==> config.mk <==
export PLATFORM = sky130hd
export DESIGN_NAME = mat_match
export DESIGN_NICKNAME = d
export VERILOG_FILES = /design/src/rtl/mat_pkg.sv /design/src/rtl/mat_match.sv
export SDC_FILE = /design/constraint.sdc
export NUM_CORES = 1
export LEC_CHECK = 0
export BUFFER_PORTS_ARGS = -buffer_cell sky130_fd_sc_hd__buf_2
export CAP_MARGIN = 20
export CORE_AREA = 4 4 271 273
export DETAILED_ROUTE_END_ITERATION = 10
export DIE_AREA = 0 0 275 277
export SYNTH_ARGS = -nofsm -noshare
export SYNTH_HDL_FRONTEND = slang
export SYNTH_SLANG_ARGS = --single-unit
==> constraint.sdc <==
create_clock -name vclk -period 3.1
set_clock_uncertainty 0.05 [all_clocks]
set_input_delay 0.155 -clock vclk [all_inputs]
set_output_delay 0.155 -clock vclk [all_outputs]
set_load 0.02 [all_outputs]
==> src/rtl/mat_pkg.sv <==
// Shared types, constants and codes for the match-action table lookup block.
package mat_pkg;

  localparam int TABLE_DEPTH = 16;
  localparam int IDX_W = (TABLE_DEPTH > 1) ? $clog2(TABLE_DEPTH) : 1;
  localparam int CNT_W = $clog2(TABLE_DEPTH + 1);

  // Transport protocol numbers
  localparam logic [7:0] NH_TCP = 8'd6;
  localparam logic [7:0] NH_UDP = 8'd17;

  // Commands
  localparam logic CMD_LOOKUP = 1'b0;
  localparam logic CMD_WRITE  = 1'b1;

  // Action codes
  localparam logic [1:0] ACT_SWITCH = 2'd0;
  localparam logic [1:0] ACT_ROUTE  = 2'd1;
  localparam logic [1:0] ACT_NAT    = 2'd2;
  localparam logic [1:0] ACT_DROP   = 2'd3;

  // Register indexes (byte address = 8 * index)
  localparam int PADDR_W = 5;
  localparam logic [1:0] REG_ACTIVE  = 2'd0;
  localparam logic [1:0] REG_DEFPORT = 2'd1;
  localparam logic [1:0] REG_NAT_HI  = 2'd2;
  localparam logic [1:0] REG_NAT_LO  = 2'd3;

  // Register reset values
  localparam logic [4:0]  ACTIVE_RST  = 5'd0;
  localparam logic [7:0]  DEFPORT_RST = 8'd55;
  localparam logic [63:0] NAT_RST     = 64'h0457_0457_0457_0457;

  typedef struct packed {
    logic        command;
    logic [3:0]  entry_index;
    logic [47:0] dest_mac;
    logic [63:0] dest_ip_hi;
    logic [63:0] dest_ip_lo;
    logic [63:0] src_ip_hi;
    logic [63:0] src_ip_lo;
    logic [7:0]  next_header;
    logic [15:0] src_port;
    logic [7:0]  out_port;
    logic [7:0]  hop_limit;
  } mat_in_t;

  typedef struct packed {
    logic [1:0]  action;
    logic [7:0]  egress_port;
    logic [63:0] new_src_hi;
    logic [63:0] new_src_lo;
    logic [7:0]  hop_limit_out;
    logic        unknown_transport;
  } mat_out_t;

  typedef struct packed {
    logic [47:0] mac;
    logic [63:0] dst_hi;
    logic [63:0] dst_lo;
    logic [63:0] src_hi;
    logic [63:0] src_lo;
    logic [15:0] port_block;
    logic [7:0]  egress;
  } mat_entry_t;

  // Compare unit verdict for one entry
  typedef struct packed {
    logic       hit;
    logic [1:0] action;
    logic [7:0] egress;
  } mat_hit_t;

endpackage

==> src/rtl/mat_match.sv <==
// Shared compare unit: checks one table entry against the packet in priority order.
module mat_match (
  input  mat_pkg::mat_entry_t entry,
  input  mat_pkg::mat_in_t    pkt,
  input  logic [15:0]         pkt_port,
  output mat_pkg::mat_hit_t   verdict
);

  logic mac_eq;
  logic dst_eq;
  logic src_eq;
  logic port_eq;

  assign mac_eq  = (entry.mac == pkt.dest_mac);
  assign dst_eq  = (entry.dst_hi == pkt.dest_ip_hi) && (entry.dst_lo == pkt.dest_ip_lo);
  assign src_eq  = (entry.src_hi == pkt.src_ip_hi) && (entry.src_lo == pkt.src_ip_lo);
  assign port_eq = (entry.port_block == pkt_port);

  always_comb begin
    verdict.hit    = 1'b1;
    verdict.action = mat_pkg::ACT_DROP;
    verdict.egress = 8'd0;
    if (mac_eq) begin
      verdict.action = mat_pkg::ACT_SWITCH;
      verdict.egress = entry.egress;
    end else if (dst_eq) begin
      verdict.action = mat_pkg::ACT_ROUTE;
      verdict.egress = entry.egress;
    end else if (src_eq) begin
      verdict.action = mat_pkg::ACT_NAT;
    end else if (!port_eq) begin
      verdict.hit = 1'b0;
    end
  end

endmodule

==> summary.txt, run 1 <==
Worst hold path
  – Worst Hold Path Cells: 3
  – Hold Crit Class: in2out

Route
  – Vias: 5927
  – Vias per cell: ~2.9
  – Residual DRC count: 0
  – First-pass DRT Iterations: 4
  – 1st-iter DRT viols: 154
  – Antenna Nets Post-Route: 0
  – Wire per inst: between 10 and 15 um
  – WL final: 30.7 mm

Worst setup path
  – Critical path type: in2out
  – CP peak stage delay: approximately 0.43 ns
  – Worst EP required: just under 3 ns
  – Slowest cell on crit path: nor4_2
  – Top cell by count, worst path: buf_2
  – CP top delay family: simple AND/OR/NAND/NOR gates
  – Crit end category: primary output
  – CP Max Fanout: 10
  – Arr. time, crit path: between 2 and 2.5 ns
  – Worst path bufs/invs: 3
  – CP cell instances: buf_2, xor2_1, nor4_1, buf_4, nand4_1, nor4_2, a21o_2, and2_1, buf_2
  – Startpoint types: input pin
  – Stages on the worst setup path: 9

GRT
  – Number of global-route vias before repair: 6174
  – GRT Total Usage: about 7%
  – Antenna violations before repair: 39
  – First-pass GRT wire length: 37.7 mm
  – Largest net degree at the start of global routing: 11
  – Gr ovfl total: 0

Finish
  – Register area: 0 um2
  – Area delta synth->final: 130%
  – Fillers: between 8k and 9k
  – Clock buffers: 0
  – Commonest cells after routing, fill and taps aside: 659 x buf_2, 176 x xor2_1, 144 x xnor2_1
  – Sequential cells: 0
  – Most common cell after layout, fill and taps aside: buf_2
  – Nets@finish: between 1.5k and 2k
  – Share of cells above drive strength 1: around three fifths

Logic synthesis
  – Synth unique cells: 13
  – Sequential fraction of the synthesis area: 0%
  – Post-synthesis net count: 1132
  – Synth warnings: 0
  – Mean post-synth cell area: a little over 8 um2
  – Cell Area, Synth: roughly 3600 um2
  – Post-Syn Instances: between 400 and 500

Timing
  – Endpoints failing setup: 0
  – Max transition margin: 53.3%
  – TNS Setup: 0 ns
  – Worst Max-Slew Pin Slew: around 0.7 ns
  – RSZ-0062 raised after global routing: false
  – Final Critical Period: 2.61 ns
  – Fmax achieved: 384 MHz
  – Final period utilization: 84.1%
  – Max-slew violations: 0
  – Hold Fails Final Rpt: 0

Pwr
  – P_leak: ~3.8 nW
  – Worst VDD drop: 0.0470 mV
  – Final Power: roughly 0.93 mW
  – Pwr dens: roughly 110 nW/um2

Clock tree
  – Hold_buf cts: 0
  – Post-CTS Resized: 0
  – Setup Fix Bufs, Post-CTS: 0

Placed design
  – DP Wirelength: around 30 mm
  – Routability cong.: 0.880
  – Port bufs: between 600 and 700

Run status
  – Status: finished clean

Die
  – I/O pins: around 700
  – Row Count: 98
  – Initial Utilization: ~5.0%
  – Die area: about 76000 um2
  – Die width: ~280 um
  – Die height: roughly 280 um
  – Core footprint: between 70000 and 80000 um2

Flow run
  – Max-Cap Viols: 0
## power breakdown
group / switching, mW / total, mW / internal (mW) / leakage [nW]
Combinational: 0.404 / 0.933 / 0.529 / 3.80
Clock: 0 / 0.000000740 / 0.000000740 / 0.000108
Sequential: 0 / 0 / 0 / 0
Total: 0.404 / 0.933 / 0.529 / 3.80
## worst min-delay path: cells and delay by family
kind	cells	cell delay, ns
AND/OR/NAND/NOR	1	0.12
buffers and inverters	2	0.26
## kinds of logic (layout without fill, tap and decap cells)
group                  after synthesis  count (layout)  share of synthesized area [%]
XOR/XNOR                           320             320                           78.9
buffers and inverters                1             672                          0.106
AND/OR/NAND/NOR                    116             116                           20.6
other                                0              17                              0
AO/OA/AOI/OAI                        2               2                          0.387
## cell type report
class	instances	area, um2	area share, %
multi-input cells	438	3550	43.4
inverters	1	3.75	0.0459
repair buffers	671	3390	41.5
diodes	17	42.5	0.521
well taps	950	1190	14.5
## synthesized netlist by cell type
master / number / area share [%]
nor2_1: 1 / 0.11
xor2_1: 176 / 43
and2_1: 8 / 1.4
nor3_1: 1 / 0.14
or3_2: 1 / 0.21
nor4_2: 2 / 0.70
nor4_1: 53 / 9.3
a21oi_1: 1 / 0.14
a21o_2: 1 / 0.25
nand2_1: 1 / 0.11
nand4_1: 49 / 8.6
inv_1: 1 / 0.11
xnor2_1: 144 / 35
## routing by layer
| layer | part of all wire [%] | global-route usage, % | vias up |
|---|---|---|---|
| li1 | - | - | 2891 |
| met2 | 48 | 13.4 | 472 |
| met1 | 31 | 6.41 | 2454 |
| met4 | 5.2 | 2.88 | 28 |
| met3 | 15 | 3.00 | 82 |
| met5 | 0.57 | 0 | - |
## through the flow
step	std cells	area [um2]	util, %	hold WS (ns)	setup slack (ns)
after floorplan	439	3550	-	0.443	1.46
after detailed placement	2060	8130	11.4	0.641	0.329
after global routing	2068	8150	11.5	0.652	0.260
after global placement	2060	8130	11.4	0.634	0.373
after CTS	2060	8130	11.4	0.641	0.325
final	2077	8170	11.5	0.644	0.493
## path summary, 6_finish.rpt
path / from / end / slack (ns)
worst min-delay path: entry[3] / verdict[3] / 0.64
worst max-delay path: pkt[173] / verdict[5] / 0.49
Power figures use the tool's default switching activity.
==> run 2, diff against run 1 <==
Settings changed: ABC_AREA set to 1, CORE_AREA 4 4 271 273 to 4 4 275 277, DIE_AREA 0 0 275 277 to 0 0 279 281.
Clock period 3.1 ns to 2.5 ns, I/O delays scaled along.
==> summary.txt, run 2 <==
Placed design
  – Placed cell area: 10200 um2
  – DP Wirelength: between 30 and 40 mm
  – Port bufs: 659
  – Dpl ws: around 0.25 ns
  – Placed cell count: approximately 2.8k
  – Routability cong.: between 0.8 and 0.9

Worst hold path
  – Worst Hold End: verdict[2]
  – Hold Crit Class: in2out
  – Hold path startpoint: entry[2]
  – Worst Hold Path Cells: 3

Die
  – Die width: between 200 and 300 um
  – Row Count: 99
  – Initial Utilization: just under 8%
  – I/O pins: between 700 and 800
  – Die area: just under 80000 um2
  – Die height: between 200 and 300 um
  – Core footprint: approximately 73000 um2

Logic synthesis
  – Top cells by area, synth: nand2_1 25%, xor2_1 22%, xnor2_1 17%
  – Cell Area, Synth: approximately 5600 um2
  – Post-synth top area share: around a quarter
  – Mean post-synth cell area: 5.00 um2
  – Synth unique cells: 20
  – Count leader, synth: nand2_1
  – Post-synthesis net count: roughly 1.8k
  – Synth warnings: 0
  – Synth top cells by count: 383 x nand2_1, 236 x nor2_1, 195 x inv_1, 144 x xor2_1, 109 x xnor2_1
  – Sequential fraction of the synthesis area: 0%
  – Synth area leader: nand2_1
  – Post-Syn Instances: 1130

Worst setup path
  – Crit end category: primary output
  – Worst EP required: about 2.3 ns
  – CP Max Fanout: 9
  – Arr. time, crit path: 1.92 ns
  – Critical path type: in2out
  – Startpoint types: input pin

Pwr
  – Share of power burned in registers: 0%
  – Pwr dens: 141 nW/um2
  – Sw Ratio: between 40% and 50%
  – Final Power: between 1 and 1.5 mW
  – Switching Power: around 0.7 mW
  – Gate power share: 100.0%
  – Worst VDD drop: around 0.057 mV
  – Cell-internal power: 0.731 mW
  – P_leak: slightly below 6 nW
  – Clock share of power: 0%

GRT
  – Antenna violations before repair: 12
  – GRT Total Usage: about 7.3%
  – Number of global-route vias before repair: 7864
  – First-pass GRT wire length: 43.3 mm
  – Largest net degree at the start of global routing: 10
  – Gr ovfl total: 0

Route
  – Vias per cell: about 3.0
  – Wire per inst: 11.8 um
  – Vias: between 8k and 9k
  – Residual DRC count: 0
  – First-pass DRT Iterations: 6
  – Antenna Nets Post-Route: 0
  – 1st-iter DRT viols: 240
  – WL final: around 32 mm

Clock tree
  – Setup Fix Bufs, Post-CTS: 0
  – Hold_buf cts: 0
  – Post-CTS Resized: 0

Finish
  – Clock buffers: 0
  – Nets@finish: 2487
  – Commonest cells after routing, fill and taps aside: 659 x buf_2, 383 x nand2_1, 236 x nor2_1
  – Share of the core filled with cells: around 14%
  – Sequential cells: 0
  – Area delta synth->final: 80.2%
  – Share of cells above drive strength 1: between 30% and 40%
  – Register area: 0 um2
  – Non-filler cells, final: ~2.8k
  – Fillers: roughly 8.5k
  – Final Cell Area: roughly 10000 um2
  – Most common cell after layout, fill and taps aside: buf_2

Timing
  – Fmax achieved: between 400 and 500 MHz
  – TNS Setup: 0 ns
  – Final period utilization: between 80% and 90%
  – RSZ-0062 raised after global routing: false
  – Endpoints failing setup: 0
  – Max transition margin: around 67%
  – Hold slack: around 0.56 ns
  – Final Critical Period: between 2 and 2.5 ns
  – Worst Max-Slew Pin Slew: 0.496 ns
  – Hold Fails Final Rpt: 0
  – Max-slew violations: 0
  – Post-route setup slack: 0.409 ns

Flow run
  – Max-Cap Viols: 0

Run status
  – Status: finished clean
run 2: cell types whose count changed in the layout (fill, tap and decap cells not counted), moves of 9 or more:
cell,delta
diode_2,-13
xnor2_1,-35
nor2_2,+9
nand2_1,+382
nand3_1,+10
nand4_1,-44
nor2_1,+235
xor2_1,-32
inv_1,+194
nor4_1,-52
buf_4,-9
run 2: critical path, stage by stage:
cell and delay (ns):
buf_2 0.12, xnor2_1 0.37, nand2_1 0.16, nor2_1 0.13, nand2_1 0.06, nor2_1 0.09
nand2_1 0.07, nor2_2 0.18, nand2_2 0.21, a21boi_1 0.20, buf_2 0.19
run 2: worst max path at each step:
stage / endpoint / slack (ns) / cells past startpoint / from
floorplan: verdict[10] / 1.02 / 10 / entry[292]
global placement: verdict[5] / 0.23 / 11 / entry[168]
detailed placement: verdict[0] / 0.25 / 11 / entry[168]
CTS: verdict[0] / 0.23 / 11 / entry[168]
global route: verdict[10] / 0.12 / 13 / entry[168]
finish: verdict[0] / 0.41 / 11 / entry[168]
run 2: cells by family (layout without fill, tap and decap cells):
group / Yosys count / in the layout / share of synthesized area, %
xor+xnor: 253 / 253 / 39.2
buf+inv: 197 / 859 / 13.1
compound gates: 14 / 14 / 1.75
simple gates: 666 / 666 / 45.9
other cells: 0 / 4 / 0
run 2: cell type report:
cell class | count | area (um2) | share of cell area (%)
tap | 959 | 1200 | 11.8
antenna | 4 | 10.0 | 0.0983
inverter | 197 | 739 | 7.26
timing repair buffer | 662 | 3320 | 32.6
multi-input combinational | 933 | 4910 | 48.2
run 2: per-layer routing:
metal / track usage (%) / vias up / share of wire, %
met3: 1.10 / 34 / 8.3
met1: 9.22 / 3392 / 41
met2: 13.2 / 381 / 49
met5: 0 / - / 0.17
met4: 1.38 / 8 / 1.8
li1: - / 4573 / -
run 2: power groups by stage:
stage	combinational, mW	sequential, mW	clock, mW
CTS	1.46	0	0
detailed placement	1.46	0	0
floorplan	0.642	0	0
global placement	1.44	0	0
global route	1.63	0	0.000000161
finish	1.44	0	0.000000215
==> run 3, diff against run 2 <==
Clock period 2.5 ns to 2.05 ns, I/O delays scaled along.
==> summary.txt, run 3 (synthesis results as in run 2) <==
GRT
  – GRT Total Usage: around 7.4%
  – First-pass GRT wire length: around 44 mm
  – Largest net degree at the start of global routing: 10
  – Antenna violations before repair: 12
  – Number of global-route vias before repair: between 8k and 9k
  – Gr ovfl total: 0

Pwr
  – Gate power share: 100.0%
  – Sw Ratio: between 40% and 50%
  – Share of power burned in registers: 0%
  – Switching Power: between 0.8 and 0.9 mW
  – Worst VDD drop: 0.0775 mV
  – Cell-internal power: roughly 0.95 mW
  – Pwr dens: roughly 170 nW/um2
  – Clock share of power: 0%
  – P_leak: 6.04 nW

Worst setup path
  – CP Max Fanout: 2
  – Crit end category: primary output
  – Critical path type: in2out
  – Arr. time, crit path: about 1.8 ns
  – Worst EP required: ~1.9 ns
  – Startpoint types: input pin

Worst hold path
  – Hold Crit Class: in2out

Timing
  – Post-route setup slack: between 0.1 and 0.15 ns
  – Worst Max-Slew Pin Slew: between 0.5 and 0.6 ns
  – Final Critical Period: around 1.9 ns
  – Fmax achieved: 526 MHz
  – Hold Fails Final Rpt: 0
  – Max-slew violations: 0
  – Final period utilization: roughly 93%
  – Max transition margin: roughly 62%
  – TNS Setup: 0 ns
  – Endpoints failing setup: 0

Run status
  – Status: finished clean

Route
  – Wire per inst: approximately 12 um
  – WL final: approximately 33 mm
  – First-pass DRT Iterations: 6
  – Vias per cell: 3.05
  – Vias: approximately 8.5k
  – Antenna Nets Post-Route: 0
  – 1st-iter DRT viols: between 150 and 200
  – Residual DRC count: 0

Finish
  – Clock buffers: 0
  – Nets@finish: 2512
  – Sequential cells: 0
  – Share of cells above drive strength 1: 40.7%
  – Area delta synth->final: 86.9%
  – Fillers: about 8.5k
  – Commonest cells after routing, fill and taps aside: 657 x buf_2, 369 x nand2_1, 221 x nor2_1
  – Area of the multi-input gates: roughly 5000 um2
  – Most common cell after layout, fill and taps aside: buf_2
  – Register area: 0 um2

Clock tree
  – Hold_buf cts: 0
  – Setup Fix Bufs, Post-CTS: 0

Placed design
  – DP Wirelength: 31.6 mm
  – Routability cong.: 0.864
  – Port bufs: about 660
  – Dpl ws: -0.152 ns

Die
  – Die area: between 70000 and 80000 um2
  – Initial Utilization: under 10%
  – Die height: 281 um
  – I/O pins: 704
  – Die width: between 200 and 300 um
  – Core footprint: between 70000 and 80000 um2
  – Row Count: 99

Flow run
  – Max-Cap Viols: 0
[run 3: stage by stage]
step                      hold WS, ns  total power, mW  area (um2)  utilization, %  std cells
after global placement          0.517             1.79       10400            14.3       2776
after floorplan                 0.324            0.783        5650               -       1130
after detailed placement        0.512             1.82       10400            14.3       2776
after CTS                       0.512             1.83       10500            14.4       2776
after global routing            0.524             2.04       10600            14.5       2779
final                           0.514             1.81       10600            14.5       2780
[run 3: metal layers]
metal | routed length, um | vias up | global-route usage (%)
met2 | 16100 | 367 | 13.7
met1 | 13500 | 3461 | 9.29
met5 | 45 | - | 0
met3 | 2670 | 26 | 1.09
met4 | 479 | 6 | 1.16
li1 | - | 4621 | -
[run 3: path summary, 6_finish.rpt]
path	start	to	slack [ns]	depth (start not counted)
worst max-delay path	pkt[218]	verdict[10]	0.15	15
worst min-delay path	entry[5]	verdict[5]	0.51	3
[run 3: worst max-delay path, cell delays in order]
cell and delay [ns]:
buf_2 0.10, xnor2_1 0.22, nand2_1 0.12, inv_1 0.07, nand2_1 0.06, nor2_2 0.14, nand2_2 0.11, nor2_1 0.10
buf_4 0.11, nand2_1 0.05, nor2_2 0.15, buf_4 0.13, nor2_1 0.04, nand2_1 0.07, buf_2 0.15
[run 3: cell type report]
| cell class | instances | share of cell area, % |
|---|---|---|
| timing repair buffer | 687 | 33.9 |
| multi-input combinational | 933 | 47.7 |
| tap | 959 | 11.4 |
| antenna | 4 | 0.0948 |
| inverter | 197 | 7.01 |
[run 3: what timing repair did]
action	in CTS	in global routing
endpoints found under the setup margin	11	11
cloned	0	0
resized for setup	11	29
pin swaps	0	10
[run 3: power by group through the flow]
stage | sequential, mW | clock [mW] | combinational, mW
finish | 0 | 0.000000263 | 1.81
global placement | 0 | 0 | 1.79
detailed placement | 0 | 0 | 1.82
CTS | 0 | 0 | 1.83
global route | 0 | 0.000000197 | 2.04
floorplan | 0 | 0 | 0.783
